File: src/sv/rch_pkg.sv
// Shared types and constants for the RGB component histogram.
package rch_pkg;

    localparam int unsigned MAX_PIXELS = 1048576;
    localparam int unsigned NUM_BINS   = 256;
    localparam int unsigned BIN_W      = $clog2(NUM_BINS);
    localparam int unsigned COUNT_W    = 22;

    localparam longint unsigned COUNT_MASK = (64'd1 << COUNT_W) - 64'd1;
    localparam longint unsigned RAW_LIMIT  = 64'd3 * MAX_PIXELS;
    localparam logic [COUNT_W-1:0] BIN_LIMIT =
        COUNT_W'((RAW_LIMIT > COUNT_MASK) ? COUNT_MASK : RAW_LIMIT);

    // Command queue between front and back
    localparam int unsigned QUEUE_DEPTH = 4;
    localparam int unsigned QPTR_W      = $clog2(QUEUE_DEPTH);

    typedef enum logic {
        FUNC_ACCUM = 1'b0,
        FUNC_READ  = 1'b1
    } func_t;

    // One queued command; a read keeps its bin in slot 0.
    typedef struct packed {
        func_t            func;
        logic [BIN_W-1:0] bin0;
        logic [BIN_W-1:0] bin1;
        logic [BIN_W-1:0] bin2;
    } op_t;

    typedef enum logic [1:0] {
        ST_IDLE,
        ST_FETCH,
        ST_UPDATE
    } back_state_t;

endpackage

File: src/sv/rch_front.sv
// Front end: takes input beats, decodes them into commands and queues them.
module rch_front
    import rch_pkg::*;
(
    input  logic             clk,
    input  logic             rst_n,
    input  logic             in_valid,
    output logic             in_ready,
    input  logic             func,
    input  logic [7:0]       red,
    input  logic [7:0]       green,
    input  logic [7:0]       blue,
    input  logic [7:0]       bin_index,
    output logic             q_valid,
    input  logic             q_ready,
    output op_t              q_op
);

    op_t               entry_reg [QUEUE_DEPTH];
    logic [QPTR_W-1:0] wr_ptr_reg, wr_ptr_next;
    logic [QPTR_W-1:0] rd_ptr_reg, rd_ptr_next;
    logic [QPTR_W:0]   fill_reg, fill_next;
    op_t               new_op;
    logic              push, pop;

    always_comb
    begin
        new_op.func = func_t'(func);
        if (func_t'(func) == FUNC_READ)
        begin
            new_op.bin0 = bin_index;
            new_op.bin1 = '0;
            new_op.bin2 = '0;
        end
        else
        begin
            new_op.bin0 = red;
            new_op.bin1 = green;
            new_op.bin2 = blue;
        end
    end

    assign in_ready = (fill_reg != (QPTR_W+1)'(QUEUE_DEPTH));
    assign q_valid  = (fill_reg != '0);
    assign q_op     = entry_reg[rd_ptr_reg];
    assign push     = in_valid && in_ready;
    assign pop      = q_valid && q_ready;

    always_comb
    begin
        wr_ptr_next = push ? wr_ptr_reg + 1'b1 : wr_ptr_reg;
        rd_ptr_next = pop  ? rd_ptr_reg + 1'b1 : rd_ptr_reg;
        fill_next   = fill_reg;
        if (push && !pop)
        begin
            fill_next = fill_reg + 1'b1;
        end
        else if (pop && !push)
        begin
            fill_next = fill_reg - 1'b1;
        end
    end

    always_ff @(posedge clk or negedge rst_n)
    begin
        if (!rst_n)
        begin
            wr_ptr_reg <= '0;
            rd_ptr_reg <= '0;
            fill_reg   <= '0;
        end
        else
        begin
            wr_ptr_reg <= wr_ptr_next;
            rd_ptr_reg <= rd_ptr_next;
            fill_reg   <= fill_next;
        end
    end

    always_ff @(posedge clk)
    begin
        if (push)
        begin
            entry_reg[wr_ptr_reg] <= new_op;
        end
    end

endmodule

File: config.mk
export PLATFORM = sky130hd
export DESIGN_NAME = rch_front
export DESIGN_NICKNAME = d
export VERILOG_FILES = /design/src/sv/rch_pkg.sv /design/src/sv/rch_front.sv
export SDC_FILE = /design/constraint.sdc
export NUM_CORES = 1
export LEC_CHECK = 0
export BUFFER_PORTS_ARGS = -buffer_cell sky130_fd_sc_hd__buf_4
export CAP_MARGIN = 20
export CORE_MARGIN = 5
export CORE_UTILIZATION = 48
export CTS_CLUSTER_DIAMETER = 50
export DETAILED_ROUTE_END_ITERATION = 7
export GPL_ROUTABILITY_DRIVEN = 0
export PLACE_DENSITY = 0.72
export SETUP_SLACK_MARGIN = 0.4
export SLEW_MARGIN = 20
export SYNTH_ARGS = -nofsm -noshare
export SYNTH_HDL_FRONTEND = slang
export SYNTH_SLANG_ARGS = --single-unit
File: constraint.sdc
create_clock -name clk -period 5.7 [get_ports clk]
set_clock_uncertainty 0.1 [all_clocks]
set_input_delay 0.57 -clock clk [delete_from_list [all_inputs] [get_ports clk]]
set_output_delay 0.57 -clock clk [all_outputs]
set_load 0.01 [all_outputs]
==> impl_metrics.toml, run 1 <==
[worst_setup_path]
r2r_setup_slack_ns = 3.48
path_cells = "mux4_1 -> buf_4"
critPathLaunchType = "register"
critPathSlowestCell = "dfrtp_2"
cp.required_ns = 5.03
r2r-start = "fill_reg[1]"
crit_family = "flip-flops"
endpoint = "q_op[21]"
crit_path_max_incr_delay_ns = 0.94
crit_buf_inv = 1
cp-startpoint = "rd_ptr_reg[0]"
cp_num_cells = 2
rr_worst_depth = 8
timing.rr.end = "fill_reg[2]"
crit_fanout = 27
path_class = "register to output port"
crit_path_end_kind = "output port"
critPathArrivalTime_ns = 2.13

[logic_synthesis]
synth-seq-cells = 107
synth_area_mm2 = 0.00427
synthArstFlopShare = 0.0654
synth-edff-count = 100
synth_area_leaders = "edfxtp_1 (70%), mux4_2 (9.5%), mux4_1 (4.3%), dfrtp_1 (4.1%), mux2_2 (2.6%)"
syn-num-nets = 236
ys_top_cells_by_count = "edfxtp_1 (100), mux4_2 (18), nor2b_1 (16), mux2_2 (10)"
yosysMostFrequentCell = "edfxtp_1"
ys_seq_area_frac = 0.744
ys_dominant_reg_cell = "edfxtp_1"
netlist_instances = 193
ys_types = 21
syn_avg_cell_area_um2 = 22.1
ys_warn_count = 0
synth.top_cell.area_share = 0.703
synth_top_area_cell = "edfxtp_1"

[detailed_routing]
drtIter0Drc = 82
drcViolationCount = 0
wl_um = 7130
drtPass1Iterations = 4
routedWlPerCell_um = 18.9
antenna_left = 0
via_per_inst = 5.25
vias = 1979

[global_routing]
grt_max_degree = 29
grtUsageTotal = 0.137
grt-ovfl-total = 0
grt_pass1_vias = 2120
grt_antenna_before_repair = 0
grt_pass1_wl_um = 11400

[clock_tree]
htree_levels = 3
clock_latency_ns = 0.34
clk_pin_slew_ns = 0.09
clock-sinks = 107
clock-root-buffer = "clkbuf_8"
post_cts_buffers = 0
cts_max_path_buffers = 2
ctsResizeCount = 0
cts_tree = "done"
cts_inserted_buffers = 9

[sta]
max_slew_margin = 0.428
slew_viol_final = 0
fmax_ghz = 0.358
worst_slew_pin_slew_ns = 0.857
fin_crit_sh = 0.491
rsz0062_at_grt = "false"
setup_viol = 0
hold_viol_final = 0
period_minus_slack_ns = 2.80
final.setup.tns_ns = 0
worst_hold_slack_ns = 0.418

[floorplanning]
die_h_um = 104
core_region_area_mm2 = 0.00868
io_pins = 64
die_area_mm2 = 0.0109
die_w_um = 104
fp-row-count = 34
start_util = 0.492

[finish]
syn_to_final_growth_pct = 17.8
area.sequential_mm2 = 0.00318
nFillCells = 698
drive_gt1_frac = 0.409
final_nets = 307
largest_reg_flops = 100
multiInputGateArea_um2 = 1000
n_antenna_cell = 0

[placement]
portBuffers = 63
dp_hpwl_um = 4700

[power_and_ir_drop]
leakage_nw = 1.80
p_total_mw = 2.34
vdd_drop_max_mv = 0.214
power_density_mw_per_mm2 = 464

[run]
cap_violations = 0

[worst_hold_path]
hold_path.class = "input port to register"

[run_status]
status = "completed"
layer usage:
layer  wire, um  part of all wire  GRT usage  vias to the layer above
met4         85             0.012     0.0426                        0
met1       3180              0.45      0.184                      990
met2       3460              0.48      0.216                       66
li1           -                 -          -                      915
met3        413             0.058     0.0422                        8
met5          0                 0          0                        -
layout make-up:
class,instances,area share
Timing Repair Buffer,69,0.103
Sequential cell,107,0.632
Tap cell,108,0.0269
Clock buffer,11,0.0261
Inverter,3,0.00224
Clock inverter,5,0.0107
Multi-Input combinational cell,74,0.199
cell usage in the layout (no fill, tap or decap), types with 2 or more instances in the layout:
cell type	instances
nand2_1	2
dfrtp_1	6
buf_4	68
xor2_1	2
mux4_2	18
clkinv_1	2
nor2_1	2
clkbuf_8	9
inv_1	3
mux2_2	10
mux4_1	7
edfxtp_1	100
ha_1	5
clkbuf_1	2
and2_1	4
xnor2_1	4
nor2b_1	16
kinds of logic after synthesis:
logic type | Yosys count | share of synthesized area
buffers and inverters | 12 | 0.0214
xor gates and xnor gates | 6 | 0.0123
adders and majority gates | 6 | 0.0193
DFF | 107 | 0.744
muxes | 35 | 0.164
and+or+nand+nor | 26 | 0.0355
AOI/OAI and AO/OA | 1 | 0.00264
worst register-to-register path, delay by kind of cell (launching register included):
kind,cells,cell delay (ns)
xor+xnor,2,0.32
buf+inv,1,0.06
simple gates,3,0.66
flops,1,0.43
fa+ha+maj,2,0.57
where the power goes:
part | internal (mW) | total (mW) | switching, mW
registers | 1.05 | 1.17 | 0.118
clock network | 0.202 | 0.434 | 0.232
logic | 0.415 | 0.735 | 0.321
worst min-delay path by stage:
stage                  from            end  slack, ns  depth (start not counted)
global route        q_ready  rd_ptr_reg[0]       0.41                          3
detailed placement    rst_n    fill_reg[2]       0.29                          1
global placement      rst_n    fill_reg[2]       0.29                          1
finish              q_ready  rd_ptr_reg[0]       0.42                          3
CTS                 q_ready  rd_ptr_reg[0]       0.40                          3
floorplan             rst_n    fill_reg[0]       0.17                          0
per-stage QoR:
| stage | instance area, um2 | worst slack [ns] | util | cells |
|---|---|---|---|---|
| final | 5030 | 2.90 | 0.580 | 377 |
| after CTS | 5030 | 2.81 | 0.580 | 377 |
| after detailed placement | 4840 | 3.20 | 0.557 | 360 |
| after floorplan | 4270 | 3.57 | - | 193 |
| after global placement | 4840 | 3.23 | 0.557 | 360 |
| after global routing | 5030 | 2.70 | 0.580 | 377 |
what timing repair did:
action	in CTS	in global routing
hold buffers	1	0
setup endpoints to repair	0	0
endpoints found under the hold margin	7	0
(Power assumes the default switching activity.)
==> run 2: changes to the inputs <==
--- a/config.mk
+++ b/config.mk
@@ -5,6 +5,7 @@
 export SDC_FILE = /design/constraint.sdc
 export NUM_CORES = 1
 export LEC_CHECK = 0
+export ABC_AREA = 1
 export BUFFER_PORTS_ARGS = -buffer_cell sky130_fd_sc_hd__buf_4
 export CAP_MARGIN = 20
 export CORE_MARGIN = 5
@@ -12,7 +13,7 @@
 export CTS_CLUSTER_DIAMETER = 50
 export DETAILED_ROUTE_END_ITERATION = 7
 export GPL_ROUTABILITY_DRIVEN = 0
-export PLACE_DENSITY = 0.72
+export PLACE_DENSITY = 0.71
 export SETUP_SLACK_MARGIN = 0.4
 export SLEW_MARGIN = 20
 export SYNTH_ARGS = -nofsm -noshare
==> constraint.sdc (replaced) <==
create_clock -name clk -period 2.8 [get_ports clk]
set_clock_uncertainty 0.1 [all_clocks]
set_input_delay 0.28 -clock clk [delete_from_list [all_inputs] [get_ports clk]]
set_output_delay 0.28 -clock clk [all_outputs]
set_load 0.01 [all_outputs]
==> run 2 against run 1 <==
- sequential cell count is the same
- synthesized cell count grew 100%
- critical path type unchanged
- setup slack lost 2.3 ns
- synthesized area grew 9.9%
- clock-buffer cell count shrank 2
- die area grew 8.9%
- combinational power grew to 2.8 times the previous value
- total power grew 130%
- sequential share of layout area shrank 5.2 points
- wire length grew 21%
- critical path depth grew 4
==> impl_metrics.toml, run 2 <==
[floorplanning]
io_pins = 64
die_w_um = 109
start_util = 0.487
die_h_um = 109
fp-row-count = 36
die_area_mm2 = 0.0118
core_region_area_mm2 = 0.00964

[worst_setup_path]
critPathArrivalTime_ns = 1.82
r2r-start = "fill_reg[0]"
crit_buf_inv = 3
cp.required_ns = 2.42
crit_family = "buffers and inverters"
crit_path_max_incr_delay_ns = 0.42
endpoint = "q_op[0]"
path_class = "register to output port"
timing.rr.end = "fill_reg[1]"
critPathSlowestCell = "dfrtp_1"
path_cells = "inv_2 -> buf_4 -> nand2_1 -> o211ai_1 -> nand2_1 -> buf_4"
crit_fanout = 53
r2r_setup_slack_ns = 0.67
crit_path_end_kind = "output port"
rr_worst_depth = 9
cp_num_cells = 6
cp-startpoint = "rd_ptr_reg[0]"
critPathLaunchType = "register"

[finish]
nFillCells = 831
fin_area_mm2 = 0.00548
final_cell_mix = "edfxtp_1 (100), nand2_1 (91), inv_1 (80), buf_4 (69), o211ai_1 (48)"
n_antenna_cell = 0
multiInputGateArea_mm2 = 0.00107
final_nets = 500
final_cells = 595
syn_to_final_growth_pct = 16.9
area.sequential_mm2 = 0.00318
drive_gt1_frac = 0.221
largest_reg_flops = 100
mostFrequentLayoutCell = "edfxtp_1"

[sta]
hold_viol_final = 0
slew_viol_final = 0
max_slew_margin = 0.639
fin_crit_sh = 0.787
fmax_ghz = 0.454
final.setup.tns_ns = 0
worst_slew_pin_slew_ns = 0.541
rsz0062_at_grt = "false"
period_minus_slack_ns = 2.20
setup_viol = 0
worst_hold_slack_ns = 0.0768

[power_and_ir_drop]
vdd_drop_max_mv = 0.456
power_density_mw_per_mm2 = 970
leakage_nw = 2.35
p_total_mw = 5.32

[worst_hold_path]
hold_path.class = "input port to register"

[clock_tree]
clock-sinks = 107
clk_pin_slew_ns = 0.10
cts_inserted_buffers = 9
clock_latency_ns = 0.36
htree_levels = 3
cts_max_path_buffers = 2
clock-root-buffer = "clkbuf_8"
cts_tree = "done"
post_cts_buffers = 0

[logic_synthesis]
synth_adder_area_share = 0.0176
synth_top_family_by_area = "buffers and inverters"
synth_xor_area_frac = 0.00187
ys_types = 19
yosys.area_share.simple = 0.0984
synth.mux.area_fraction = 0.0192
synth-edff-count = 100
synth_top_area_cell = "edfxtp_1"
synth_area_mm2 = 0.00469
synth_compound_area_frac = 0.0832
ys_seq_area_frac = 0.678
netlist_instances = 394
ys_top_cells_by_count = "edfxtp_1 (100), nand2_1 (92), inv_1 (80), o211ai_1 (48), nor2_1 (20)"
ys_dominant_reg_cell = "edfxtp_1"
synth.top_cell.area_share = 0.640
synth-seq-cells = 107
yosysMostFrequentCell = "edfxtp_1"
synthArstFlopShare = 0.0654
syn_avg_cell_area_um2 = 11.9
synth_area_leaders = "edfxtp_1 (64%), o211ai_1 (7.7%), nand2_1 (7.4%), inv_1 (6.4%), dfrtp_1 (3.7%)"
ys_warn_count = 0
syn-num-nets = 437

[detailed_routing]
routedWlPerCell_um = 14.5
drtIter0Drc = 128
drtPass1Iterations = 4
via_per_inst = 4.83
wl_um = 8600
drcViolationCount = 0
antenna_left = 0
vias = 2875

[global_routing]
grtUsageTotal = 0.152
grt-ovfl-total = 0
grt_antenna_before_repair = 0
grt_pass1_wl_um = 13700
grt_pass1_vias = 2825
grt_max_degree = 54

[placement]
portBuffers = 63
dp.cells = 578
dp_hpwl_um = 5610
place_area_mm2 = 0.00525

[run]
cap_violations = 0

[run_status]
status = "completed"
## run 2: changes by cell type in the layout (fill, tap and decap cells not counted), sizes merged, moves of 2 or more
cell,before,now
xor2,2,0
nand2,2,92
clkbuf,11,9
mux2,10,8
and2,4,0
nand3,1,7
nor2b,16,0
inv,3,83
o211ai,0,50
buf,68,70
nor2,2,20
mux4,25,0
xnor2,4,1
## run 2: logic make-up after synthesis
group,Yosys count
buffers and inverters,101
flip-flops,107
multiplexers,8
AND/OR/NAND/NOR,120
adder cells (fa/ha/maj),6
XOR/XNOR,1
AO/OA/AOI/OAI,51
## run 2: where the power goes
group	total, mW	switching (mW)	internal, mW	leakage (nW)
sequential	2.22	0.104	2.12	1.01
combinational	2.09	1.27	0.819	1.22
clock	1.01	0.504	0.503	0.111
## run 2: cell type report
type                       count  area share
sequential                   107       0.580
inverter                      82      0.0562
tap                          133      0.0304
clock buffer                   9      0.0226
multi-input combinational    186       0.194
clock inverter                 7      0.0167
timing repair buffer          71       0.100
## run 2: worst min-delay path by stage
stage               cells after the start  slack (ns)     from       endpoint
floorplan                               0       -0.12    rst_n    fill_reg[0]
global placement                        1      -0.002    rst_n    fill_reg[2]
detailed placement                      1      -0.001    rst_n    fill_reg[1]
CTS                                     3        0.07  q_ready  rd_ptr_reg[0]
global route                            3        0.09  q_ready  rd_ptr_reg[0]
finish                                  3        0.08  q_ready  rd_ptr_reg[0]
## run 2: worst min-delay path: stages
cell	delay [ns]
buf_4	0.09
nand3_1	0.07
nand2_1	0.06
## run 2: through the flow
stage	setup slack [ns]	util
global placement	0.666	0.545
finish	0.597	0.569
CTS	0.543	0.568
floorplan	0.403	-
detailed placement	0.555	0.545
global route	0.469	0.569
## run 2: metal layers
layer / track usage / part of all wire
met5: 0 / 0
met4: 0.0505 / 0.014
met3: 0.0320 / 0.039
met2: 0.267 / 0.51
met1: 0.189 / 0.43
## run 2: repair_timing
action                                  in CTS  in global routing
hold buffers                                 1                  0
gates resized for setup                      0                  1
endpoints found under the hold margin        7                  0
endpoints found under the setup margin       0                  1
==> run 3: changes to the inputs <==
==> constraint.sdc (replaced) <==
create_clock -name clk -period 2.3 [get_ports clk]
set_clock_uncertainty 0.1 [all_clocks]
set_input_delay 0.23 -clock clk [delete_from_list [all_inputs] [get_ports clk]]
set_output_delay 0.23 -clock clk [all_outputs]
set_load 0.01 [all_outputs]
==> run 3 against run 2 <==
- sequential share of layout area down 2.1 points
- first-iteration DRC count grew 8.6%
- non-clock buffer count increased by 15
- highest routed layer unchanged
- setup slack worse by 0.18 ns
- total power rose by 27%
- wire length up 5.7%
- register-to-register slack worse by 0.23 ns
- largest cell class unchanged
- final area grew 3.8%
- critical path type unchanged
==> impl_metrics.toml, run 3 (same netlist as run 2, synthesis figures left out) <==
[worst_hold_path]
hold_path_depth = 3
hold_path.class = "input port to register"

[global_routing]
grtUsageTotal = 0.155
grt_pass1_wl_um = 13800
grt_max_degree = 36
grt_antenna_before_repair = 0
grt_pass1_vias = 2940
grt-ovfl-total = 0

[run_status]
status = "completed"

[detailed_routing]
via_per_inst = 4.81
met2_wirelength_um = 4910
route.met3.wl_um = 407
wl_um = 9090
antenna_left = 0
vias = 2940
drtPass1Iterations = 4
routedWlPerCell_um = 14.9
drcViolationCount = 0
met1_length_um = 3670
topRoutingLayerUsed = "met4"
drtIter0Drc = 139

[sta]
worst_slew_pin_slew_ns = 0.384
hold_viol_final = 0
rsz0062_at_grt = "true"
period_minus_slack_ns = 1.88
max_slew_margin = 0.744
worst_hold_slack_ns = 0.0307
fin_crit_sh = 0.818
final.setup.tns_ns = 0
fmax_ghz = 0.532
slew_viol_final = 0
setup_viol = 0

[floorplanning]
fp-row-count = 36
io_pins = 64
die_area_mm2 = 0.0118
core_region_area_mm2 = 0.00964
die_h_um = 109
die_w_um = 109
start_util = 0.487

[finish]
mostFrequentLayoutCell = "edfxtp_1"
n_antenna_cell = 0
drive_gt1_frac = 0.268
final_nets = 517
nFillCells = 797
final_cell_mix = "edfxtp_1 (100), nand2_1 (89), inv_1 (76), buf_4 (76), o211ai_1 (48)"
syn_to_final_growth_pct = 21.3
largest_reg_flops = 100

[run]
cap_violations = 0

[clock_tree]
cts_max_path_buffers = 2
htree_levels = 3
clk_pin_slew_ns = 0.09
clock_latency_ns = 0.35
cts_tree = "done"
clock-root-buffer = "clkbuf_8"
cts_inserted_buffers = 9
clock-sinks = 107

[power_and_ir_drop]
leakage_nw = 2.44
power_density_mw_per_mm2 = 1190
vdd_drop_max_mv = 0.613

[worst_setup_path]
cp_num_cells = 5
path_cells = "clkinv_8 -> clkbuf_16 -> o211ai_1 -> nand2_1 -> buf_4"
crit_family = "buffers and inverters"
cp.required_ns = 1.97
rr_worst_depth = 9
critPathSlowestCell = "dfrtp_2"
path_class = "register to output port"
crit_path_max_incr_delay_ns = 0.45
crit_path_end_kind = "output port"
crit_fanout = 12
crit_buf_inv = 3
critPathArrivalTime_ns = 1.55
critPathLaunchType = "register"

[placement]
dp_hpwl_um = 5280
portBuffers = 63
==> run 3: what timing repair did <==
item / CTS / global route
hold buffers: 1 / 0
pin swaps: 0 / 4
endpoints found under the setup margin: 26 / 26
setup buffers: 2 / 5
gates resized for setup: 7 / 12
cloned: 2 / 6
hold endpoints to repair: 7 / 0
==> run 3: final cells by class <==
type                    count  area, um2  share of cell area
repair inverters            2       17.5             0.00308
repair buffers             86        764               0.134
multi-input cells         186       1080               0.190
clock inverters             6       33.8             0.00594
inverters                  82        323              0.0567
flip-flops and latches    107       3180               0.559
clock buffers               9        124              0.0218
well taps                 133        166              0.0292
==> run 3: worst reg2reg max path, stage by stage (launching register included) <==
cell     delay (ns)
dfrtp_1        0.40
inv_2          0.08
nand3_2        0.11
nand2_2        0.10
inv_1          0.05
ha_1           0.22
inv_2          0.08
fa_2           0.42
nand2_1        0.08
o21ai_0        0.09
==> run 3: power by group <==
part / internal, mW / leakage, nW / switching, mW / total [mW]
logic: 1.36 / 1.35 / 1.74 / 3.10
clock network: 0.378 / 0.0783 / 0.569 / 0.947
registers: 2.58 / 1.01 / 0.139 / 2.72
total: 4.32 / 2.44 / 2.45 / 6.77
==> run 3: stage by stage <==
stage	utilization	power, mW	setup slack [ns]	instance area, um2	instances
2_1_floorplan	-	4.45	0.414	4710	394
3_3_place_gp	0.549	5.32	0.472	5290	580
3_5_place_dp	0.549	5.40	0.394	5290	580
4_1_cts	0.573	6.50	0.396	5520	600
5_1_grt	0.590	7.23	0.335	5690	611
6_report	0.590	6.77	0.419	5690	611
==> run 3: final timing paths <==
path                               start            end  slack, ns
setup / recovery           rd_ptr_reg[0]        q_op[1]       0.42
hold / removal                  in_valid  wr_ptr_reg[1]       0.03
setup reg to reg             fill_reg[0]    fill_reg[1]       0.44
hold reg to reg            wr_ptr_reg[1]  wr_ptr_reg[1]       0.46
max in group asynchronous          rst_n  rd_ptr_reg[0]       1.85
min in group asynchronous          rst_n    fill_reg[0]       0.11
==> run 3: layer usage <==
layer / vias up / GRT usage
li1: 1476 / -
met1: 1393 / 0.181
met2: 61 / 0.278
met3: 10 / 0.0332
met4: 0 / 0.0595
met5: - / 0
